**src/assert_macros.svh**
```systemverilog
// Assertion macros used by the deframer queue.
`ifndef ASSERT_MACROS_SVH
`define ASSERT_MACROS_SVH
`ifndef SYNTHESIS
// Clocked assertion, disabled while reset is asserted.
`define SEFD_ASSERT(lbl, prop, msg) \
  lbl: assert property (@(posedge clk_i) disable iff (!rst_ni) prop) else $error(msg);
// Clocked assertion that is also checked during reset.
`define SEFD_ASSERT_ALWAYS(lbl, prop, msg) \
  lbl: assert property (@(posedge clk_i) prop) else $error(msg);
`else
`define SEFD_ASSERT(lbl, prop, msg)
`define SEFD_ASSERT_ALWAYS(lbl, prop, msg)
`endif
`endif

```
**src/sefd_pkg.sv**
```systemverilog
// Types and constants of the sonar echo frame deframer.
package sefd_pkg;

  localparam logic [7:0] HDR_START = 8'hFE;
  localparam logic [7:0] HDR_TAIL  = 8'hFD;
  localparam logic [9:0] HDR_LAST  = 10'd7;
  localparam logic [9:0] CNT_LOW   = 10'd3;
  localparam logic [9:0] CNT_HIGH  = 10'd4;
  localparam logic [9:0] ANG_LOW   = 10'd5;
  localparam logic [9:0] ANG_HIGH  = 10'd6;
  localparam logic [9:0] MIN_EVAL_INDEX = 10'd3;

  localparam logic KIND_ECHO     = 1'b0;
  localparam logic KIND_BOUNDARY = 1'b1;

  localparam logic REG_EDGE_THRESHOLD = 1'b0;
  localparam logic REG_MIN_BIN        = 1'b1;

  localparam int QUEUE_DEPTH = 2;

  // Classified item handed from the parser to the output stage.
  typedef struct packed {
    logic        kind;
    logic [13:0] angle;
    logic [9:0]  idx;
    logic [7:0]  intensity;
    logic [7:0]  old_sample;
    logic        eval;
    logic [13:0] bcode;
  } cmd_t;

endpackage

```
**src/sonar_echo_frame_deframer_unit.sv**
```systemverilog
// Sonar echo frame deframer: byte parser, queue and output stage.
// Throughput: one byte per cycle when the output side does not stall.
// The byte that completes a result writes it into the queue; from there it moves to the output register.
// A two-entry queue lets the parser keep taking bytes while a result waits.
// Reset: parser hunts for a header, queue empty, registers at 5 and 150.
module sonar_echo_frame_deframer_unit #(
  parameter int MAX_SAMPLES = 1000
) (
  input  logic              clk_i,
  input  logic              rst_ni,
  input  logic              cfg_we_i,
  input  logic              cfg_idx_i,
  input  logic [9:0]        cfg_data_i,
  input  logic              in_valid_i,
  output logic              in_stall_o,
  input  logic [7:0]        rx_byte_i,
  output logic              out_valid_o,
  input  logic              out_stall_i,
  output logic              result_kind_o,
  output logic [13:0]       angle_code_o,
  output logic [9:0]        sample_index_o,
  output logic [7:0]        intensity_o,
  output logic signed [8:0] edge_diff_o,
  output logic              edge_hit_o,
  output logic [13:0]       boundary_code_o,
  output logic              last_of_frame_o
);

  logic [7:0]     edge_threshold_q, edge_threshold_d;
  logic [9:0]     min_bin_q, min_bin_d;
  logic           push, pop, q_full, q_empty;
  sefd_pkg::cmd_t push_cmd, pop_cmd;

  always_comb begin
    edge_threshold_d = edge_threshold_q;
    min_bin_d        = min_bin_q;
    if (cfg_we_i) begin
      case (cfg_idx_i)
        sefd_pkg::REG_EDGE_THRESHOLD: edge_threshold_d = cfg_data_i[7:0];
        sefd_pkg::REG_MIN_BIN:        min_bin_d        = cfg_data_i;
        default: ;
      endcase
    end
  end

  always_ff @(posedge clk_i or negedge rst_ni) begin
    if (!rst_ni) begin
      edge_threshold_q <= 8'd5;
      min_bin_q        <= 10'd150;
    end else begin
      edge_threshold_q <= edge_threshold_d;
      min_bin_q        <= min_bin_d;
    end
  end

  sefd_parser #(
    .MaxSamples(MAX_SAMPLES)
  ) u_parser (
    .clk_i      (clk_i),
    .rst_ni     (rst_ni),
    .in_valid_i (in_valid_i),
    .in_stall_o (in_stall_o),
    .rx_byte_i  (rx_byte_i),
    .min_bin_i  (min_bin_q),
    .q_full_i   (q_full),
    .push_o     (push),
    .cmd_o      (push_cmd)
  );

  sefd_queue u_queue (
    .clk_i   (clk_i),
    .rst_ni  (rst_ni),
    .push_i  (push),
    .data_i  (push_cmd),
    .full_o  (q_full),
    .pop_i   (pop),
    .empty_o (q_empty),
    .data_o  (pop_cmd)
  );

  sefd_emitter u_emitter (
    .clk_i            (clk_i),
    .rst_ni           (rst_ni),
    .edge_threshold_i (edge_threshold_q),
    .q_empty_i        (q_empty),
    .q_data_i         (pop_cmd),
    .pop_o            (pop),
    .out_valid_o      (out_valid_o),
    .out_stall_i      (out_stall_i),
    .result_kind_o    (result_kind_o),
    .angle_code_o     (angle_code_o),
    .sample_index_o   (sample_index_o),
    .intensity_o      (intensity_o),
    .edge_diff_o      (edge_diff_o),
    .edge_hit_o       (edge_hit_o),
    .boundary_code_o  (boundary_code_o),
    .last_of_frame_o  (last_of_frame_o)
  );

endmodule

```
**src/sefd_queue.sv**
```systemverilog
// Short queue between the byte parser and the output stage.
`include "assert_macros.svh"
module sefd_queue (
  input  logic          clk_i,
  input  logic          rst_ni,
  input  logic          push_i,
  input  sefd_pkg::cmd_t data_i,
  output logic          full_o,
  input  logic          pop_i,
  output logic          empty_o,
  output sefd_pkg::cmd_t data_o
);

  localparam int Depth = sefd_pkg::QUEUE_DEPTH;
  localparam int PtrW  = $clog2(Depth);
  localparam int CntW  = $clog2(Depth + 1);

  sefd_pkg::cmd_t mem_q [Depth];
  logic [PtrW-1:0] wr_ptr_q, wr_ptr_d, rd_ptr_q, rd_ptr_d;
  logic [CntW-1:0] count_q, count_d;

  assign full_o  = (count_q == CntW'(Depth));
  assign empty_o = (count_q == '0);
  assign data_o  = mem_q[rd_ptr_q];

  always_comb begin
    wr_ptr_d = wr_ptr_q;
    rd_ptr_d = rd_ptr_q;
    count_d  = count_q;
    if (push_i) begin
      wr_ptr_d = (wr_ptr_q == PtrW'(Depth - 1)) ? '0 : wr_ptr_q + 1'b1;
    end
    if (pop_i) begin
      rd_ptr_d = (rd_ptr_q == PtrW'(Depth - 1)) ? '0 : rd_ptr_q + 1'b1;
    end
    if (push_i && !pop_i) begin
      count_d = count_q + 1'b1;
    end else if (pop_i && !push_i) begin
      count_d = count_q - 1'b1;
    end
  end

  always_ff @(posedge clk_i or negedge rst_ni) begin
    if (!rst_ni) begin
      wr_ptr_q <= '0;
      rd_ptr_q <= '0;
      count_q  <= '0;
    end else begin
      wr_ptr_q <= wr_ptr_d;
      rd_ptr_q <= rd_ptr_d;
      count_q  <= count_d;
    end
  end

  always_ff @(posedge clk_i) begin
    if (push_i) begin
      mem_q[wr_ptr_q] <= data_i;
    end
  end

  `SEFD_ASSERT(a_no_overflow, push_i |-> !full_o, "queue push while full")
  `SEFD_ASSERT(a_no_underflow, pop_i |-> !empty_o, "queue pop while empty")
  `SEFD_ASSERT(a_count_range, count_q <= CntW'(Depth), "queue count out of range")
  `SEFD_ASSERT(a_count_track,
    (push_i && !pop_i) |=> (count_q == $past(count_q) + 1'b1), "queue count lost a push")

endmodule

```
**src/sefd_parser.sv**
```systemverilog
// Byte parser: header hunt, header decode, echo and boundary classification.
module sefd_parser #(
  parameter int MaxSamples = 1000
) (
  input  logic           clk_i,
  input  logic           rst_ni,
  input  logic           in_valid_i,
  output logic           in_stall_o,
  input  logic [7:0]     rx_byte_i,
  input  logic [9:0]     min_bin_i,
  input  logic           q_full_i,
  output logic           push_o,
  output sefd_pkg::cmd_t cmd_o
);

  localparam logic [2:0] PH_HUNT   = 3'd0;
  localparam logic [2:0] PH_HEADER = 3'd1;
  localparam logic [2:0] PH_DATA   = 3'd2;
  localparam logic [2:0] PH_BLOW   = 3'd3;
  localparam logic [2:0] PH_BHIGH  = 3'd4;

  logic [2:0]  phase_q, phase_d;
  logic [9:0]  byte_cnt_q, byte_cnt_d, cnt_next;
  logic [13:0] sample_total_q, sample_total_d;
  logic [13:0] angle_q, angle_d;
  logic [6:0]  len_low_q, len_low_d;
  logic [7:0]  hist_q [3];
  logic [7:0]  hist_d [3];
  logic        accept;

  assign in_stall_o = q_full_i;
  assign accept     = in_valid_i && !q_full_i;
  assign cnt_next   = byte_cnt_q + 10'd1;

  always_comb begin
    phase_d        = phase_q;
    byte_cnt_d     = byte_cnt_q;
    sample_total_d = sample_total_q;
    angle_d        = angle_q;
    len_low_d      = len_low_q;
    hist_d         = hist_q;
    push_o         = 1'b0;
    cmd_o          = '0;
    cmd_o.angle    = angle_q;
    cmd_o.idx      = byte_cnt_q;
    cmd_o.intensity  = rx_byte_i;
    cmd_o.old_sample = hist_q[2];
    cmd_o.eval     = (byte_cnt_q > sefd_pkg::MIN_EVAL_INDEX) && (byte_cnt_q > min_bin_i);
    case (phase_q)
      PH_HEADER: begin
        if (accept) begin
          if (byte_cnt_q == sefd_pkg::CNT_LOW) begin
            len_low_d = rx_byte_i[6:0];
          end else if (byte_cnt_q == sefd_pkg::CNT_HIGH) begin
            sample_total_d = {rx_byte_i[6:0], len_low_q};
          end else if (byte_cnt_q == sefd_pkg::ANG_LOW) begin
            angle_d = {7'd0, rx_byte_i[6:0]};
          end else if (byte_cnt_q == sefd_pkg::ANG_HIGH) begin
            angle_d = {rx_byte_i[6:0], angle_q[6:0]};
          end
          if (byte_cnt_q >= sefd_pkg::HDR_LAST) begin
            byte_cnt_d = '0;
            if (rx_byte_i != sefd_pkg::HDR_TAIL
                || sample_total_q > 14'(MaxSamples)) begin
              phase_d = PH_HUNT;
            end else begin
              hist_d  = '{default: 8'd0};
              phase_d = (sample_total_q == '0) ? PH_BLOW : PH_DATA;
            end
          end else begin
            byte_cnt_d = cnt_next;
          end
        end
      end
      PH_DATA: begin
        if (accept) begin
          cmd_o.kind = sefd_pkg::KIND_ECHO;
          push_o     = (rx_byte_i != 8'd0);
          hist_d[2]  = hist_q[1];
          hist_d[1]  = hist_q[0];
          hist_d[0]  = rx_byte_i;
          byte_cnt_d = cnt_next;
          if ({4'd0, cnt_next} >= sample_total_q) begin
            phase_d = PH_BLOW;
          end
        end
      end
      PH_BLOW: begin
        if (accept) begin
          len_low_d = rx_byte_i[6:0];
          phase_d   = PH_BHIGH;
        end
      end
      PH_BHIGH: begin
        cmd_o.kind  = sefd_pkg::KIND_BOUNDARY;
        cmd_o.bcode = {rx_byte_i[6:0], len_low_q};
        if (accept) begin
          push_o     = 1'b1;
          phase_d    = PH_HUNT;
          byte_cnt_d = '0;
        end
      end
      default: begin
        if (accept && rx_byte_i == sefd_pkg::HDR_START) begin
          phase_d    = PH_HEADER;
          byte_cnt_d = 10'd1;
        end else if (accept) begin
          phase_d = PH_HUNT;
        end
      end
    endcase
  end

  always_ff @(posedge clk_i or negedge rst_ni) begin
    if (!rst_ni) begin
      phase_q        <= PH_HUNT;
      byte_cnt_q     <= '0;
      sample_total_q <= '0;
      angle_q        <= '0;
      len_low_q      <= '0;
      hist_q         <= '{default: 8'd0};
    end else begin
      phase_q        <= phase_d;
      byte_cnt_q     <= byte_cnt_d;
      sample_total_q <= sample_total_d;
      angle_q        <= angle_d;
      len_low_q      <= len_low_d;
      hist_q         <= hist_d;
    end
  end

endmodule

```
**src/sefd_emitter.sv**
```systemverilog
// Output stage: intensity difference, hit test and output register.
module sefd_emitter (
  input  logic           clk_i,
  input  logic           rst_ni,
  input  logic [7:0]     edge_threshold_i,
  input  logic           q_empty_i,
  input  sefd_pkg::cmd_t q_data_i,
  output logic           pop_o,
  output logic           out_valid_o,
  input  logic           out_stall_i,
  output logic           result_kind_o,
  output logic [13:0]    angle_code_o,
  output logic [9:0]     sample_index_o,
  output logic [7:0]     intensity_o,
  output logic signed [8:0] edge_diff_o,
  output logic           edge_hit_o,
  output logic [13:0]    boundary_code_o,
  output logic           last_of_frame_o
);

  logic               valid_q, valid_d;
  logic signed [9:0]  diff_full;
  logic               is_echo, hit;
  logic               kind_q;
  logic [13:0]        angle_q, bcode_q;
  logic [9:0]         idx_q;
  logic [7:0]         inten_q;
  logic signed [8:0]  diff_q;
  logic               hit_q;

  assign pop_o     = !q_empty_i && (!valid_q || !out_stall_i);
  assign is_echo   = (q_data_i.kind == sefd_pkg::KIND_ECHO);
  assign diff_full = $signed({2'b00, q_data_i.intensity})
                   - $signed({2'b00, q_data_i.old_sample});
  assign hit       = q_data_i.eval && (diff_full > $signed({2'b00, edge_threshold_i}));

  always_comb begin
    valid_d = valid_q;
    if (pop_o) begin
      valid_d = 1'b1;
    end else if (!out_stall_i) begin
      valid_d = 1'b0;
    end
  end

  always_ff @(posedge clk_i or negedge rst_ni) begin
    if (!rst_ni) begin
      valid_q <= 1'b0;
    end else begin
      valid_q <= valid_d;
    end
  end

  always_ff @(posedge clk_i) begin
    if (pop_o) begin
      kind_q  <= q_data_i.kind;
      angle_q <= q_data_i.angle;
      idx_q   <= is_echo ? q_data_i.idx : '0;
      inten_q <= is_echo ? q_data_i.intensity : '0;
      diff_q  <= (is_echo && q_data_i.eval) ? diff_full[8:0] : '0;
      hit_q   <= is_echo && hit;
      bcode_q <= is_echo ? '0 : q_data_i.bcode;
    end
  end

  assign out_valid_o     = valid_q;
  assign result_kind_o   = kind_q;
  assign angle_code_o    = angle_q;
  assign sample_index_o  = idx_q;
  assign intensity_o     = inten_q;
  assign edge_diff_o     = diff_q;
  assign edge_hit_o      = hit_q;
  assign boundary_code_o = bcode_q;
  assign last_of_frame_o = (kind_q == sefd_pkg::KIND_BOUNDARY);

endmodule

```
**config.mk**
```make
export PLATFORM = sky130hd
export DESIGN_NAME = sonar_echo_frame_deframer_unit
export DESIGN_NICKNAME = d
export VERILOG_FILES = /design/src/sefd_pkg.sv /design/src/sonar_echo_frame_deframer_unit.sv /design/src/sefd_queue.sv /design/src/sefd_parser.sv /design/src/sefd_emitter.sv
export VERILOG_INCLUDE_DIRS = /design/src /design/src/src
export SDC_FILE = /design/constraint.sdc
export NUM_CORES = 1
export LEC_CHECK = 0
export BUFFER_PORTS_ARGS = -buffer_cell sky130_fd_sc_hd__buf_4
export CAP_MARGIN = 20
export CELL_PAD_IN_SITES_DETAIL_PLACEMENT = 2
export CELL_PAD_IN_SITES_GLOBAL_PLACEMENT = 2
export CORE_MARGIN = 4
export CORE_UTILIZATION = 43
export DETAILED_ROUTE_END_ITERATION = 8
export PLACE_DENSITY = 0.76
export SYNTH_ARGS = -nofsm -noshare
export SYNTH_HDL_FRONTEND = slang
export SYNTH_SLANG_ARGS = --single-unit
```
**constraint.sdc**
```tcl
create_clock -name clk_i -period 8.4 [get_ports clk_i]
set_clock_uncertainty 0.15 [all_clocks]
set_input_delay 1.68 -clock clk_i [delete_from_list [all_inputs] [get_ports clk_i]]
set_output_delay 1.68 -clock clk_i [all_outputs]
set_load 0.01 [all_outputs]
```
Yosys cells after proc, flatten, opt, wreduce, memory -nomap -nowiden
Memories as Yosys holds them, arrays and structs flattened. Cells that the tools add are included.

Add/subtract/negate cells: 6. Order comparisons: 6. Equal/unequal tests: 20. Muxes and demuxes: 40. Bitwise logic cells: 5. Reduce and logical (&&, ||, !) cells: 34.

Operator list (count): $mux W24 (4); $mux W10 (5); $pmux W24 S2 (1); $mux W14 (3); $pmux W10 S4 (1); $eq A10 B3 Y1 const B (3); $reduce_and A5 Y1 (5); $mux W3 (8); $mux W7 (3); $ne A2 B1 Y1 const B (8); $ge A10 B14 Y1 (1); $gt A14 B10 Y1 const B (1); $logic_not A14 Y1 (1); $pmux W7 S2 (1); $pmux W3 S4 (1); $add A10 B1 Y10 const B (1); $eq A10 B2 Y1 const B (1); $ge A10 B3 Y1 const B (1); $gt A10 B10 Y1 (1); $gt A10 B2 Y1 const B (1); $gt A10 B9 Y1 (1); $mux W1 (10); $logic_and A1 B1 Y1 (9); $sub A8 B8 Y9 (1); other kinds (21) (39).

Register bits after elaboration: 152. Bits in writable memories: 112. Input port bits: 24. Word-level logic and storage cells: 134. Memories kept: 1.

Memories: u_queue.mem_q (depth 2, bits a word 56, read ports 1, clocked after memory_dff 0, write ports 1, line sefd_queue.sv:18) `sefd_pkg::cmd_t mem_q [Depth];`.

Depth between registers and ports, before layout
Word-level depth: 9. Mapped depth: 18. Mapped depth without buffers: 15.

Modules after synthesis
Synthesis repeated with hierarchy kept, for this count alone.

Cells, all modules: 801. Area total of the unflattened synthesis: 11831.3 µm².

By module, submodules not included: sefd_queue (instances 1, cells each 190, area an instance 4347.9 µm², seq. area each 3463.3 µm²); sefd_parser (instances 1, cells each 381, area an instance 4140.2 µm², seq. area each 1801.7 µm²); sefd_emitter (instances 1, cells each 191, area an instance 2643.8 µm², seq. area each 1736.7 µm²); sonar_echo_frame_deframer_unit (instances 1, cells each 39, area an instance 699.4 µm², seq. area each 457.9 µm²).

Least setup slack after synthesis
OpenSTA, ideal clock, no wires.

Path type: input port to flip-flop. Start: in rx_byte_i[1]. End: mem u_queue.mem_q[0][0] in the netlist's numbering (enable). Data arrival time: 7.495 ns. Required time: 7.642 ns. Slack: 0.147 ns. Cell stages on the path: 5. Path buffers: 1. Cells stage by stage: clkbuf_1 nor4_1 a21oi_1 a21oi_1 nor4_1.

Word-level cells in the longest chain between the ends: 5.

RTL lines: start, declared (line sonar_echo_frame_deframer_unit.sv:16) `input logic [7:0] rx_byte_i,`; $reduce_bool A8 Y1 (line sefd_parser.sv:78) `push_o = (rx_byte_i != 8'd0);`; $mux W1 (line sefd_parser.sv:76) `if (accept) begin`; $pmux W1 S2 (line sefd_parser.sv:49) `case (phase_q)`; $mux W1 (line sefd_queue.sv:56) `if (push_i) begin`; $mux W1 (not written as such) (line sefd_queue.sv:57) `mem_q[wr_ptr_q] <= data_i;`; end, declared (line sefd_queue.sv:18).

No other way between the ends.

Worst setup path in the final report
Start: reg u_queue.rd_ptr_q. End: reg u_emitter.hit_q, in the netlist u_emitter.edge_hit_o (data pin).

Word-level cells in the longest chain between the ends: 5.

RTL lines: start, declared (line sefd_queue.sv:19) `logic [PtrW-1:0] wr_ptr_q, wr_ptr_d, rd_ptr_q, rd_ptr_d;`; start signal, assigned (line sefd_queue.sv:50) `rd_ptr_q <= rd_ptr_d;`; $mem_v2 Z2 W56; $sub A8 B8 Y9 (line sefd_emitter.sv:34) `- $signed({2'b00, q_data_i.old_sample});`; net u_emitter.diff_full[6] (line sefd_emitter.sv:22) `logic signed [9:0] diff_full;`; $gt A10 B9 Y1 (line sefd_emitter.sv:35) `assign hit = q_data_i.eval && (diff_full > $signed({2'b00, edge_threshold_i}));`; $logic_and A1 B1 Y1 (line sefd_emitter.sv:35); $logic_and A1 B1 Y1 (line sefd_emitter.sv:61) `hit_q <= is_echo && hit;`; end signal, assigned (line sefd_emitter.sv:61); end, declared (line sefd_emitter.sv:29) `logic hit_q;`.

The timed path passes the listed nets, and every way through them passes these cells. A chain may end at the register's enable or synchronous reset.

==> run_results.csv <==
group,metric,value,unit
cells_and_area,fin_nets,944,
power,seq_power_share,0.423,
synth,synth_area,11200,um2
grt,grt-busiest-layer,"met2",
setup_path,critPathCapture,"u_emitter.edge_hit_o$_DFFE_PP_",
synth,synth_top_cell_by_area,"edfxtp_1",
setup_path,rrSetupSlack,3.59,ns
floorplanning,io_pins,84,
setup_path,startpoint_type,"flop",
cells_and_area,fill_cells,2361,
clock_tree,clockBufferDepth,3,
synth,synthTopCellsByCount,"169 x edfxtp_1, 89 x dfrtp_1, 49 x nor2_1, 45 x mux2_2, 44 x inv_1",
timing,setup_viol,0,
floorplanning,core_area,25500,um2
floorplanning,die_area,28800,um2
detailed_routing,wl_per_cell,23.9,um
clock_tree,numCtsBuffers,29,
clock_tree,htreeDepth,1,
clock_tree,numClockSinks,264,
timing,rsz0062_at_grt,"no",
floorplanning,die_w,170,um
setup_path,cp_max_fo,32,
synth,synth_enable_flop_cells,169,
timing,period_share,0.573,
placed_design,placement.io_buffers,83,
timing,slew_viol_final,0,
detailed_routing,drt-total-wl,29.4,mm
setup_path,endpoint_kind,"flop",
detailed_routing,via_count,6776,
setup_path,arrival,5.02,ns
floorplanning,initial_core_util,0.441,
synth,async_flop_share,0.360,
power,combPwrFrac,0.295,
cells_and_area,area_delta_synth_final,17.0,%
setup_path,r2r_end,"u_emitter.edge_hit_o$_DFFE_PP_",
synth,ys.flop_type,"edfxtp_1",
cells_and_area,insertedDiodeCount,0,
grt,grt_use_total,0.206,
synth,yosysSeqAreaShare,0.664,
setup_path,startpoint,"u_queue.rd_ptr_q$_DFFE_PN0P_",
clock_tree,cts_tree,"yes",
floorplanning,row_count,58,
synth,syn_inst,784,
clock_tree,postCtsResizedCells,0,
setup_path,r2r_start,"u_queue.rd_ptr_q$_DFFE_PN0P_",
run,max_cap_violations,0,
power,power.switching,1.42,mW
placed_design,dp_hpwl,19.9,mm
setup_path,critPathKind,"reg -> reg",
grt,first_global_vias,7797,
setup_path,r2r_cells,16,
detailed_routing,avgViaCountPerCell,5.50,
timing,post-route-min-period,4.81,ns
synth,synth.most_common_cell,"edfxtp_1",
clock_tree,clkTransAtPathRegs,0.06,ns
timing,setup_tns,0,ns
grt,grt-ovfl-total,0,
detailed_routing,drc,0,
synth,postSynthAreaPerCell,14.3,um2
detailed_routing,antenna_left,0,
timing,worst_pin_slew,1.03,ns
cells_and_area,multi_input_area,3470,um2
cells_and_area,final_util,0.516,
synth,syn-num-nets,850,
grt,grt_max_degree,65,
hold_path,holdPathStages,0,
grt,grt_pass1_wl,46.4,mm
power,power_density,331,nW/um2
grt,antenna_found_initial,0,
clock_tree,insertion_delay,0.56,ns
setup_path,cp_data_required_time,8.61,ns
timing,hold_viol,0,
grt,grt_use_met3,0.0235,
floorplanning,chipHeight,170,um
timing,relSlewSlack,0.316,
cells_and_area,seqCellArea,7460,um2
grt,use_met1,0.260,
synth,synth_area_leaders,"edfxtp_1 45%, dfrtp_1 20%, ha_1 4.6%, mux2_2 4.5%, mux2i_1 3.6%",
synth,yosys_warnings,0,
placed_design,place.gp.congestion,0.790,
synth,ys_types,61,
cells_and_area,drive_above_1_share,0.229,
clock_tree,ctsHoldBuffers,0,
power,power_switching_share,0.326,
clock_tree,ctsRootBufferMaster,"clkbuf_16",
timing,fmax,0.208,GHz
outcome,status,"completed",
synth,synth_top_area_frac,0.452,
grt,met2_usage,0.385,
power,vdd_drop_max,0.159,mV
hold_path,min_path_type,"reg -> reg",
clock_tree,post-cts-setup-buffers,0,
power,clockPowerShare,0.282,
detailed_routing,drtIter0Drc,450,
synth,synth_seq_cells,264,
detailed_routing,first_pass_iters,4,
power,leakagePower,5.43,nW
power,p_int,2.93,mW
## sequential cells by signal, summed over array words and instances (netlist names), 2 cells and up, named ones only
signal and count:
u_parser.byte_cnt_q 10, u_emitter.angle_code_o 14, u_parser.phase_q 2, u_emitter.sample_index_o 10, u_queue.mem_q 112, edge_threshold_q 8
u_parser.len_low_q 7, u_emitter.intensity_o 8, u_parser.angle_q 14, u_queue.count_q 2, min_bin_q 10, u_parser.hist_q 16
u_parser.cmd_o 8, u_emitter.boundary_code_o 14, u_parser.sample_total_q 14, u_emitter.edge_diff_o 9
## layout make-up
| class | instances | area share |
|---|---|---|
| sequential | 264 | 0.568 |
| multi-input combinational | 447 | 0.264 |
| clock buffer | 44 | 0.0665 |
| timing repair buffer | 92 | 0.0528 |
| tap | 330 | 0.0314 |
| inverter | 44 | 0.0126 |
| clock inverter | 10 | 0.00486 |
## worst min-delay path by stage
| stage | slack [ns] | from | end |
|---|---|---|---|
| 3_5_place_dp | 0.31 | u_parser.angle_q[8]$_DFFE_PN0P_ | u_queue.mem_q[1][49]$_DFFE_PP_ |
| 2_1_floorplan | 0.28 | u_parser.angle_q[0]$_DFFE_PN0P_ | u_queue.mem_q[0][41]$_DFFE_PP_ |
| 5_1_grt | 0.34 | u_parser.angle_q[1]$_DFFE_PN0P_ | u_queue.mem_q[1][42]$_DFFE_PP_ |
| 6_report | 0.32 | u_parser.angle_q[1]$_DFFE_PN0P_ | u_queue.mem_q[1][42]$_DFFE_PP_ |
| 3_3_place_gp | 0.29 | u_parser.angle_q[3]$_DFFE_PN0P_ | u_queue.mem_q[1][44]$_DFFE_PP_ |
| 4_1_cts | 0.33 | u_parser.angle_q[1]$_DFFE_PN0P_ | u_queue.mem_q[1][42]$_DFFE_PP_ |
## cell usage in the layout (no fill, tap or decap), types with 3 or more instances in the layout
cell type  instances
a211oi_1           5
nand3_1            9
buf_4             91
nand4_1            9
o21a_1            10
a22o_1            29
nor2b_1            9
nand2_1           33
nand2b_1           8
xor2_1             8
clkbuf_16         30
edfxtp_1         169
dfrtp_1           88
ha_1              41
inv_1             43
and3_1             3
xnor2_1            8
and2_1            24
mux2_2            45
and4_1             3
a21oi_1           14
nor2_1            48
dfstp_2            6
clkbuf_8           7
a21o_1             5
mux2i_1           39
mux2_1             5
nor4_2             3
clkbuf_1           7
nor3_1            12
clkinv_1           5
o21ai_0           33
nor4_1             8
## stage by stage
step / instances / hold slack (ns) / worst slack, ns / area, um2 / power (mW)
global placement: 1176 / 0.295 / 3.95 / 12200 / 3.03
detailed placement: 1176 / 0.314 / 3.66 / 12200 / 3.15
global route: 1231 / 0.344 / 3.27 / 13100 / 4.61
floorplan: 784 / 0.285 / 0.147 / 11200 / 2.61
CTS: 1230 / 0.326 / 3.56 / 13100 / 4.41
finish: 1231 / 0.321 / 3.59 / 13100 / 4.35
## routing by layer
metal | wire length, um | up-vias
met5 | 0 | -
met4 | 407 | 0
met3 | 921 | 33
met2 | 16000 | 97
met1 | 12100 | 3565
li1 | - | 3081
## logic make-up after synthesis
kind of cell             count (synthesis)  share of synthesized area
buffers and inverters                   73                     0.0284
flip-flops                             264                      0.664
XOR/XNOR                                16                     0.0125
AND/OR/NAND/NOR                        182                     0.0876
adder cells (fa/ha/maj)                 42                     0.0475
multiplexers                            92                     0.0885
AO/OA/AOI/OAI                          115                     0.0713
## worst max-delay path, cell delays in order, from the launching register on
cell      delay, ns
dfrtp_2        0.89
buf_4          0.58
mux2i_1        0.35
ha_1           0.22
inv_1          0.06
fa_1           0.43
a211o_1        0.32
o211ai_1       0.14
nand2b_1       0.09
a211oi_1       0.40
nor2_1         0.10
ha_1           0.31
nand4_1        0.10
nor2_1         0.05
nor2_1         0.07
o21ai_0        0.10
a221oi_1       0.22
## power groups by stage
stage               Combinational, mW  Sequential [mW]  Clock (mW)
global placement                 1.20             1.84           0
global route                     1.42             1.87        1.32
CTS                              1.31             1.85        1.26
finish                           1.28             1.84        1.22
detailed placement               1.29             1.86           0
floorplan                       0.783             1.82           0
Power figures use the tool's default switching activity.
